--- src/design/rme_pkg.sv ---
package rme_pkg;

  localparam int NUM_REGS  = 32;
  localparam int DATA_W    = 32;
  localparam int REG_IDX_W = 5;
  localparam int REG_AW    = (NUM_REGS > 1) ? $clog2(NUM_REGS) : 1;

  localparam logic [2:0] CMD_MOV   = 3'd0;
  localparam logic [2:0] CMD_ADD   = 3'd1;
  localparam logic [2:0] CMD_SUB   = 3'd2;
  localparam logic [2:0] CMD_MUL   = 3'd3;
  localparam logic [2:0] CMD_DIV   = 3'd4;
  localparam logic [2:0] CMD_PRINT = 3'd5;

  localparam logic STATUS_OK     = 1'b0;
  localparam logic STATUS_DIV0   = 1'b1;

  typedef enum logic [1:0] {
    ALU_ADD,
    ALU_SUB,
    ALU_MUL,
    ALU_DIV
  } alu_op_e;

  typedef struct packed {
    logic    start;
    alu_op_e op;
  } alu_req_t;

  typedef struct packed {
    logic              done;
    logic [DATA_W-1:0] result;
  } alu_rsp_t;

  function automatic logic reg_in_range(input logic [REG_IDX_W-1:0] idx);
    return {4'd0, idx} < 9'(NUM_REGS);
  endfunction

  function automatic logic [REG_AW-1:0] reg_addr(input logic [REG_IDX_W-1:0] idx);
    return REG_AW'(idx);
  endfunction

endpackage

--- src/design/register_machine_execute_unit.sv ---
// Register machine execute unit.
// The input channel (in_valid_i / in_ready_o) carries one decoded instruction
// per request: MOV, ADD, SUB, MUL, DIV or PRINT with register or immediate
// sources. The output channel (out_valid_o / out_ready_i) carries one result
// for each PRINT and for each divide by zero, and nothing for other commands.
// in_ready_o is high only while no instruction is in flight. Each
// instruction reads its sources one at a time from a register file with a
// single read port; ADD, SUB, MUL and DIV by a nonzero divisor then run on
// one shared adder, MUL at one multiplier bit per cycle and DIV with a sign
// fix-up, one quotient bit per cycle and a final negate. The output register
// holds one finished result; while it waits, the next instruction is still
// taken, and a further result stalls the unit until the receiver takes the
// held one.
// Reset clears all 32 registers at once through per-entry valid bits, so
// the unit takes requests in the first cycle after reset.
module register_machine_execute_unit import rme_pkg::*; (
  input  logic                        clk_i,
  input  logic                        rst_ni,
  input  logic                        in_valid_i,
  output logic                        in_ready_o,
  input  logic [2:0]                  cmd_i,
  input  logic [REG_IDX_W-1:0]        dest_reg_i,
  input  logic                        a_is_reg_i,
  input  logic [REG_IDX_W-1:0]        a_reg_i,
  input  logic signed [DATA_W-1:0]    a_imm_i,
  input  logic                        b_is_reg_i,
  input  logic [REG_IDX_W-1:0]        b_reg_i,
  input  logic signed [DATA_W-1:0]    b_imm_i,
  output logic                        out_valid_o,
  input  logic                        out_ready_i,
  output logic signed [DATA_W-1:0]    print_value_o,
  output logic                        status_o
);

  localparam logic [2:0] S_IDLE = 3'd0;
  localparam logic [2:0] S_RDA  = 3'd1;
  localparam logic [2:0] S_RDB  = 3'd2;
  localparam logic [2:0] S_DISP = 3'd3;
  localparam logic [2:0] S_ALU  = 3'd4;
  localparam logic [2:0] S_OUT  = 3'd5;

  logic [2:0]           state_q, state_d;
  logic [NUM_REGS-1:0]  valid_q;
  logic                 out_valid_q;

  logic [2:0]           cmd_q;
  logic [REG_IDX_W-1:0] dest_q, a_reg_q, b_reg_q;
  logic                 a_is_reg_q, b_is_reg_q;
  logic [DATA_W-1:0]    a_imm_q, b_imm_q;
  logic [DATA_W-1:0]    a_q;
  logic                 st_q;
  logic                 rd_ok_q;
  logic [DATA_W-1:0]    out_value_q;
  logic                 out_status_q;

  logic                 accept;
  logic                 out_free;
  logic [REG_IDX_W-1:0] rd_idx;
  logic [DATA_W-1:0]    ram_rdata, rd_val, b_val;
  logic                 b_zero;
  logic                 is_arith;
  logic                 we;
  logic [DATA_W-1:0]    wdata;
  alu_req_t             alu_req;
  alu_rsp_t             alu_rsp;

  assign accept   = in_valid_i && in_ready_o;
  assign out_free = !out_valid_q || out_ready_i;

  always_comb begin
    if (state_q == S_RDA) begin
      rd_idx = (cmd_q == CMD_PRINT) ? dest_q : a_reg_q;
    end else begin
      rd_idx = b_reg_q;
    end
    // An entry not written since reset reads as zero, as does an index past the file.
    rd_val   = rd_ok_q ? ram_rdata : '0;
    b_val    = b_is_reg_q ? rd_val : b_imm_q;
    b_zero   = (b_val == '0);
    is_arith = cmd_q inside {CMD_ADD, CMD_SUB, CMD_MUL, CMD_DIV};

    alu_req.start = (state_q == S_DISP) && is_arith && !((cmd_q == CMD_DIV) && b_zero);
    case (cmd_q)
      CMD_ADD: alu_req.op = ALU_ADD;
      CMD_SUB: alu_req.op = ALU_SUB;
      CMD_MUL: alu_req.op = ALU_MUL;
      default: alu_req.op = ALU_DIV;
    endcase

    we = reg_in_range(dest_q) &&
         (((state_q == S_DISP) && (cmd_q == CMD_MOV)) ||
          ((state_q == S_ALU) && alu_rsp.done));
    wdata = (state_q == S_DISP) ? a_q : alu_rsp.result;
  end

  always_comb begin
    state_d = state_q;
    case (state_q)
      S_IDLE: begin
        if (accept) begin
          state_d = S_RDA;
        end
      end
      S_RDA: state_d = S_RDB;
      S_RDB: state_d = S_DISP;
      S_DISP: begin
        if (cmd_q == CMD_PRINT || ((cmd_q == CMD_DIV) && b_zero)) begin
          state_d = S_OUT;
        end else if (alu_req.start) begin
          state_d = S_ALU;
        end else begin
          state_d = S_IDLE;
        end
      end
      S_ALU: begin
        if (alu_rsp.done) begin
          state_d = S_IDLE;
        end
      end
      S_OUT: begin
        if (out_free) begin
          state_d = S_IDLE;
        end
      end
      default: state_d = S_IDLE;
    endcase
  end

  always_ff @(posedge clk_i or negedge rst_ni) begin
    if (!rst_ni) begin
      state_q     <= S_IDLE;
      valid_q     <= '0;
      out_valid_q <= 1'b0;
    end else begin
      state_q <= state_d;
      if (we) begin
        valid_q[reg_addr(dest_q)] <= 1'b1;
      end
      if ((state_q == S_OUT) && out_free) begin
        out_valid_q <= 1'b1;
      end else if (out_ready_i) begin
        out_valid_q <= 1'b0;
      end
    end
  end

  always_ff @(posedge clk_i) begin
    if (accept) begin
      cmd_q      <= cmd_i;
      dest_q     <= dest_reg_i;
      a_is_reg_q <= a_is_reg_i;
      a_reg_q    <= a_reg_i;
      a_imm_q    <= a_imm_i;
      b_is_reg_q <= b_is_reg_i;
      b_reg_q    <= b_reg_i;
      b_imm_q    <= b_imm_i;
    end
    rd_ok_q <= reg_in_range(rd_idx) && valid_q[reg_addr(rd_idx)];
    if (state_q == S_RDB) begin
      a_q <= (cmd_q == CMD_PRINT || a_is_reg_q) ? rd_val : a_imm_q;
    end
    if (state_q == S_DISP) begin
      if (cmd_q == CMD_PRINT) begin
        st_q <= STATUS_OK;
      end else begin
        a_q  <= '0;
        st_q <= STATUS_DIV0;
      end
    end
    if ((state_q == S_OUT) && out_free) begin
      out_value_q  <= a_q;
      out_status_q <= st_q;
    end
  end

  rme_ram #(
    .WIDTH(DATA_W),
    .DEPTH(NUM_REGS)
  ) u_regfile (
    .clk_i  (clk_i),
    .we_i   (we),
    .waddr_i(reg_addr(dest_q)),
    .wdata_i(wdata),
    .raddr_i(reg_addr(rd_idx)),
    .rdata_o(ram_rdata)
  );

  rme_alu u_alu (
    .clk_i (clk_i),
    .rst_ni(rst_ni),
    .req_i (alu_req),
    .a_i   (a_q),
    .b_i   (b_val),
    .rsp_o (alu_rsp)
  );

  assign in_ready_o    = (state_q == S_IDLE);
  assign out_valid_o   = out_valid_q;
  assign print_value_o = out_value_q;
  assign status_o      = out_status_q;

endmodule

--- src/design/rme_ram.sv ---
module rme_ram #(
  parameter int WIDTH = 32,
  parameter int DEPTH = 32
) (
  input  logic                             clk_i,
  input  logic                             we_i,
  input  logic [$clog2(DEPTH > 1 ? DEPTH : 2)-1:0] waddr_i,
  input  logic [WIDTH-1:0]                 wdata_i,
  input  logic [$clog2(DEPTH > 1 ? DEPTH : 2)-1:0] raddr_i,
  output logic [WIDTH-1:0]                 rdata_o
);

  logic [WIDTH-1:0] mem_q [DEPTH];

  always_ff @(posedge clk_i) begin
    if (we_i) begin
      mem_q[waddr_i] <= wdata_i;
    end
    rdata_o <= mem_q[raddr_i];
  end

endmodule

--- src/design/rme_alu.sv ---
module rme_alu import rme_pkg::*; (
  input  logic              clk_i,
  input  logic              rst_ni,
  input  alu_req_t          req_i,
  input  logic [DATA_W-1:0] a_i,
  input  logic [DATA_W-1:0] b_i,
  output alu_rsp_t          rsp_o
);

  localparam logic [2:0] ST_IDLE   = 3'd0;
  localparam logic [2:0] ST_ADDSUB = 3'd1;
  localparam logic [2:0] ST_MUL    = 3'd2;
  localparam logic [2:0] ST_ABSA   = 3'd3;
  localparam logic [2:0] ST_ABSB   = 3'd4;
  localparam logic [2:0] ST_DIV    = 3'd5;
  localparam logic [2:0] ST_FIX    = 3'd6;
  localparam logic [2:0] ST_DONE   = 3'd7;

  localparam int CNT_W = $clog2(DATA_W);

  logic [2:0]        state_q, state_d;
  logic [CNT_W-1:0]  cnt_q, cnt_d;
  alu_op_e           op_q;
  logic              neg_q;
  // x0: multiplicand or dividend/quotient, x1: multiplier or divisor,
  // acc: product accumulator or partial remainder, and finally the result.
  logic [DATA_W-1:0] x0_q, x1_q, acc_q;

  logic [DATA_W:0]   add_x, add_y, sum;
  logic              add_sub;

  // The single shared adder.
  always_comb begin
    add_x   = '0;
    add_y   = '0;
    add_sub = 1'b0;
    case (state_q)
      ST_ADDSUB: begin
        add_x   = {1'b0, x0_q};
        add_y   = {1'b0, x1_q};
        add_sub = (op_q == ALU_SUB);
      end
      ST_MUL: begin
        add_x = {1'b0, acc_q};
        add_y = {1'b0, x0_q};
      end
      ST_ABSA, ST_FIX: begin
        add_y   = {1'b0, x0_q};
        add_sub = 1'b1;
      end
      ST_ABSB: begin
        add_y   = {1'b0, x1_q};
        add_sub = 1'b1;
      end
      ST_DIV: begin
        add_x   = {acc_q, x0_q[DATA_W-1]};
        add_y   = {1'b0, x1_q};
        add_sub = 1'b1;
      end
      default: begin
        add_x = '0;
      end
    endcase
    sum = add_x + (add_sub ? ~add_y : add_y) + {{DATA_W{1'b0}}, add_sub};
  end

  always_comb begin
    state_d = state_q;
    cnt_d   = cnt_q;
    case (state_q)
      ST_IDLE: begin
        if (req_i.start) begin
          cnt_d = CNT_W'(DATA_W - 1);
          case (req_i.op)
            ALU_ADD, ALU_SUB: state_d = ST_ADDSUB;
            ALU_MUL:          state_d = ST_MUL;
            default:          state_d = ST_ABSA;
          endcase
        end
      end
      ST_ADDSUB: state_d = ST_DONE;
      ST_MUL: begin
        cnt_d = cnt_q - 1'b1;
        if (cnt_q == '0) begin
          state_d = ST_DONE;
        end
      end
      ST_ABSA: state_d = ST_ABSB;
      ST_ABSB: state_d = ST_DIV;
      ST_DIV: begin
        cnt_d = cnt_q - 1'b1;
        if (cnt_q == '0) begin
          state_d = ST_FIX;
        end
      end
      ST_FIX:  state_d = ST_DONE;
      default: state_d = ST_IDLE;
    endcase
  end

  always_ff @(posedge clk_i or negedge rst_ni) begin
    if (!rst_ni) begin
      state_q <= ST_IDLE;
      cnt_q   <= '0;
    end else begin
      state_q <= state_d;
      cnt_q   <= cnt_d;
    end
  end

  always_ff @(posedge clk_i) begin
    case (state_q)
      ST_IDLE: begin
        if (req_i.start) begin
          x0_q  <= a_i;
          x1_q  <= b_i;
          acc_q <= '0;
          op_q  <= req_i.op;
          neg_q <= a_i[DATA_W-1] ^ b_i[DATA_W-1];
        end
      end
      ST_ADDSUB: acc_q <= sum[DATA_W-1:0];
      ST_MUL: begin
        if (x1_q[0]) begin
          acc_q <= sum[DATA_W-1:0];
        end
        x0_q <= {x0_q[DATA_W-2:0], 1'b0};
        x1_q <= {1'b0, x1_q[DATA_W-1:1]};
      end
      ST_ABSA: begin
        if (x0_q[DATA_W-1]) begin
          x0_q <= sum[DATA_W-1:0];
        end
      end
      ST_ABSB: begin
        if (x1_q[DATA_W-1]) begin
          x1_q <= sum[DATA_W-1:0];
        end
      end
      ST_DIV: begin
        // Restoring step: keep the difference unless it went negative.
        if (!sum[DATA_W]) begin
          acc_q <= sum[DATA_W-1:0];
          x0_q  <= {x0_q[DATA_W-2:0], 1'b1};
        end else begin
          acc_q <= {acc_q[DATA_W-2:0], x0_q[DATA_W-1]};
          x0_q  <= {x0_q[DATA_W-2:0], 1'b0};
        end
      end
      ST_FIX: acc_q <= neg_q ? sum[DATA_W-1:0] : x0_q;
      default: begin
      end
    endcase
  end

  assign rsp_o.done   = (state_q == ST_DONE);
  assign rsp_o.result = acc_q;

endmodule

--- config.mk ---
export PLATFORM = sky130hd
export DESIGN_NAME = register_machine_execute_unit
export DESIGN_NICKNAME = d
export VERILOG_FILES = /design/src/design/rme_pkg.sv /design/src/design/register_machine_execute_unit.sv /design/src/design/rme_ram.sv /design/src/design/rme_alu.sv
export SDC_FILE = /design/constraint.sdc
export NUM_CORES = 2
export LEC_CHECK = 0
export ABC_AREA = 0
export BUFFER_PORTS_ARGS = -buffer_cell sky130_fd_sc_hd__buf_2
export CAP_MARGIN = 20
export CORE_UTILIZATION = 55
export DETAILED_ROUTE_END_ITERATION = 8
export PLACE_DENSITY = 0.71
export SYNTH_ARGS = -nofsm -noshare
export SYNTH_HDL_FRONTEND = slang
export SYNTH_SLANG_ARGS = --single-unit
--- constraint.sdc ---
create_clock -name clk_i -period 6.2 [get_ports clk_i]
set_input_delay 0.62 -clock clk_i [delete_from_list [all_inputs] [get_ports clk_i]]
set_output_delay 0.62 -clock clk_i [all_outputs]
set_load 0.05 [all_outputs]
==> results.sh <==
export IMPL_synth_simple_area_share=0.0515
export IMPL_cts_setup_buffers=0
export IMPL_max_cap_violations=0
export IMPL_gr_max_usage_layer="met2"
export IMPL_die_x_um=321
export IMPL_max_slew_margin_rel=0.213
export IMPL_synth_top_family_by_area="multiplexers"
export IMPL_yosys_mux_area_fraction=0.140
export IMPL_track_usage=0.298
export IMPL_die_area_sq_um=103000
export IMPL_hp_class="in -> reg"
export IMPL_fin_crit_sh=0.843
export IMPL_grt_overflow=0
export IMPL_synth_compound_area_share=0.0648
export IMPL_setup_tns_ns=0
export IMPL_cts_buffers=137
export IMPL_drv_slew=0
export IMPL_cts_sinks=1350
export IMPL_start_util=0.557
export IMPL_startpoint="u_alu.state_q[0]$_DFFE_PN0P_"
export IMPL_drt_pass1_iter_count=6
export IMPL_routedWlPerCell_um=30.6
export IMPL_ant_nets=0
export IMPL_p_total_mw=38.0
export IMPL_skew_ns=0.0300
export IMPL_ys_seq_elements=1350
export IMPL_grt_pass1_vias=32400
export IMPL_synth_flop_cell="edfxtp_1"
export IMPL_fill_cells=6963
export IMPL_avgSynthCellArea_sq_um=16.9
export IMPL_crit_arrival_ns=5.69
export IMPL_hpwlAfterDp_mm=93.4
export IMPL_clk_path_buf_depth=3
export IMPL_power_density_nw_per_um2=598
export IMPL_via_per_inst=6.54
export IMPL_syn_to_final_growth_pct=13.9
export IMPL_vias=32500
export IMPL_die_h_um=321
export IMPL_clkTransAtPathRegs_ns=0.06
export IMPL_yosysWarningCount=0
export IMPL_io_buffers=122
export IMPL_worstPathRequired_ns=6.67
export IMPL_cts_tree="yes"
export IMPL_rows=116
export IMPL_finalHoldViolCount=0
export IMPL_use_met1=0.414
export IMPL_boundaryPins=123
export IMPL_yosysSeqAreaShare=0.710
export IMPL_status="complete, no violations"
export IMPL_drcViolationCount=0
export IMPL_worstPathMaxFanout=64
export IMPL_h_tree_depth=4
export IMPL_worst_pin_slew_ns=1.18
export IMPL_finalNetCount=3620
export IMPL_syn_inst=3308
export IMPL_grt_met2_usage=0.483
export IMPL_timing_rr_start="u_alu.state_q[0]$_DFFE_PN0P_"
export IMPL_gp_congestion=0.941
export IMPL_endpoint="u_alu.acc_q[4]$_DFFE_PP_"
export IMPL_clk_latency_ns=0.76
export IMPL_leakage_nw=21.3
export IMPL_core_area_sq_um=100000
export IMPL_synth_edff_count=1241
export IMPL_wirelength_mm=152
export IMPL_start_kind="flip-flop"
export IMPL_synth_fa_ha_area_frac=0.00774
export IMPL_r2r_cells=17
export IMPL_worstSetupEndpointType="flip-flop"
export IMPL_vdd_drop_max_uv=440
export IMPL_fmax_mhz=191
export IMPL_grtUsageMet3=0.0475
export IMPL_setup_violations=0
export IMPL_ys_async_sr_fraction=0.0326
export IMPL_syn_area_sq_um=55900
export IMPL_drt_iter0_drc=4147
export IMPL_synth_cell_types=74
export IMPL_root_buffer="clkbuf_16"
export IMPL_r2r_end="u_alu.acc_q[4]$_DFFE_PP_"
export IMPL_rsz0062_at_grt="no"
export IMPL_r2r_slack_ns=0.97
export IMPL_synth_xor_area_frac=0.0105
export IMPL_min_period_ns=5.23
export IMPL_path_class="reg -> reg"
export IMPL_synth_net_count=3430
export IMPL_cts_hold_buffers=0
export IMPL_cts_resized=0
export IMPL_grt_pass1_wl_mm=221
export IMPL_grt_max_degree=133
export IMPL_drive_gt1_frac=0.261
export IMPL_antenna_found_initial=1
final cells by class:
type / count / area, sq um / share of cell area
clock buffers: 185 / 3740 / 0.0588
well taps: 1357 / 1700 / 0.0267
diodes: 1 / 2.50 / 0.0000393
clock inverters: 64 / 552 / 0.00867
multi-input cells: 1741 / 15700 / 0.247
flip-flops and latches: 1350 / 39700 / 0.623
inverters: 20 / 75.1 / 0.00118
repair buffers: 248 / 2170 / 0.0341
critical path: stages, from the launching register on:
cell and delay [ns]:
dfrtp_1 0.71, buf_4 0.30, nor3b_2 0.08, buf_12 0.20, o2bb2ai_1 0.18, mux2_2 0.38
fa_1 0.51, a211o_1 0.36, a31oi_2 0.32, nor4_4 0.10, o211ai_2 0.34, o41ai_4 0.17
a31o_4 0.30, xnor2_2 0.35, buf_12 0.23, nor2_1 0.06, a21oi_1 0.16, o221ai_1 0.15
metrics by stage:
stage / worst slack, ns / cells / area [sq um] / hold slack (ns) / util
after floorplan: 1.59 / 3308 / 55900 / 0.324 / -
after global placement: 1.02 / 4688 / 58700 / 0.426 / 0.584
after detailed placement: 0.988 / 4693 / 58800 / 0.424 / 0.585
after CTS: 0.967 / 4942 / 63100 / 0.00409 / 0.628
after global routing: 0.681 / 4965 / 63600 / 0.00718 / 0.634
final: 0.974 / 4966 / 63600 / 0.0408 / 0.634
synth_stat cells (36+ instances only):
master	number	area, sq um
dfxtp_1	65	1300
mux4_2	264	5950
nand2_1	280	1050
dfrtp_1	44	1100
mux2i_1	39	390
o21ai_0	105	526
a31oi_1	38	238
a22oi_1	63	473
edfxtp_1	1241	37300
a21oi_1	112	561
clkbuf_1	129	484
buf_2	43	215
o221ai_1	40	350
xnor2_1	49	429
nor2_1	190	713
o22ai_1	73	457
mux2_2	133	1500
a211oi_1	36	270
worst min path at each step:
stage                        start                       to  slack [ns]  cells past startpoint
floorplan                   rst_ni  out_valid_o$_DFFE_PN0P_        0.32                      0
global placement    st_q$_DFFE_PP_       status_o$_DFFE_PP_        0.43                      0
detailed placement  st_q$_DFFE_PP_       status_o$_DFFE_PP_        0.42                      0
CTS                     a_reg_i[4]     a_reg_q[4]$_DFFE_PP_       0.004                      1
global route            a_reg_i[3]     a_reg_q[3]$_DFFE_PP_       0.007                      1
finish               dest_reg_i[4]      dest_q[4]$_DFFE_PP_        0.04                      1
routing by layer:
metal | part of all wire | up-vias | wire length [um]
li1 | - | 13600 | -
met1 | 0.39 | 16800 | 59600
met2 | 0.49 | 1818 | 74200
met3 | 0.088 | 292 | 13300
met4 | 0.032 | 0 | 4930
met5 | 0 | - | 0
cell usage in the layout, fill, tap and decap left out, types with 34 or more instances in the layout:
cell type	instances
edfxtp_1	1241
nand2_1	276
mux4_2	264
nor2_1	154
clkbuf_16	138
mux2_2	133
buf_2	122
a21oi_1	110
o21ai_0	103
buf_4	86
o22ai_1	73
dfxtp_1	64
a22oi_1	62
xnor2_1	49
dfrtp_1	43
o221ai_1	40
mux2i_1	39
a31oi_1	36
a211oi_1	36
clkbuf_1	36
or2_2	34
cell families (layout without fill, tap and decap cells):
logic type / after synthesis / in the layout
buffers and inverters: 217 / 517
and+or+nand+nor: 649 / 649
adders and majority gates: 34 / 34
DFF: 1350 / 1350
xor gates and xnor gates: 64 / 64
other: 0 / 1
AOI/OAI and AO/OA: 558 / 558
muxes: 436 / 436
sequential cells by signal (all words and copies together), names as in the netlist, 5 cells and up:
register and cells:
a_imm_q 32, u_regfile.rdata_o 32, u_regfile.mem_q 1024, a_reg_q 5
u_alu.x0_q 32, a_q 32, print_value_o 32, u_alu.acc_q 32
b_reg_q 5, dest_q 5, valid_q 32, u_alu.x1_q 32
u_alu.cnt_q 5, b_imm_q 32
power by group:
group	internal (mW)	switching, mW
combinational	6.18	10.3
sequential	12.6	1.06
clock	4.44	3.48
total	23.2	14.8
(Power assumes the default switching activity.)
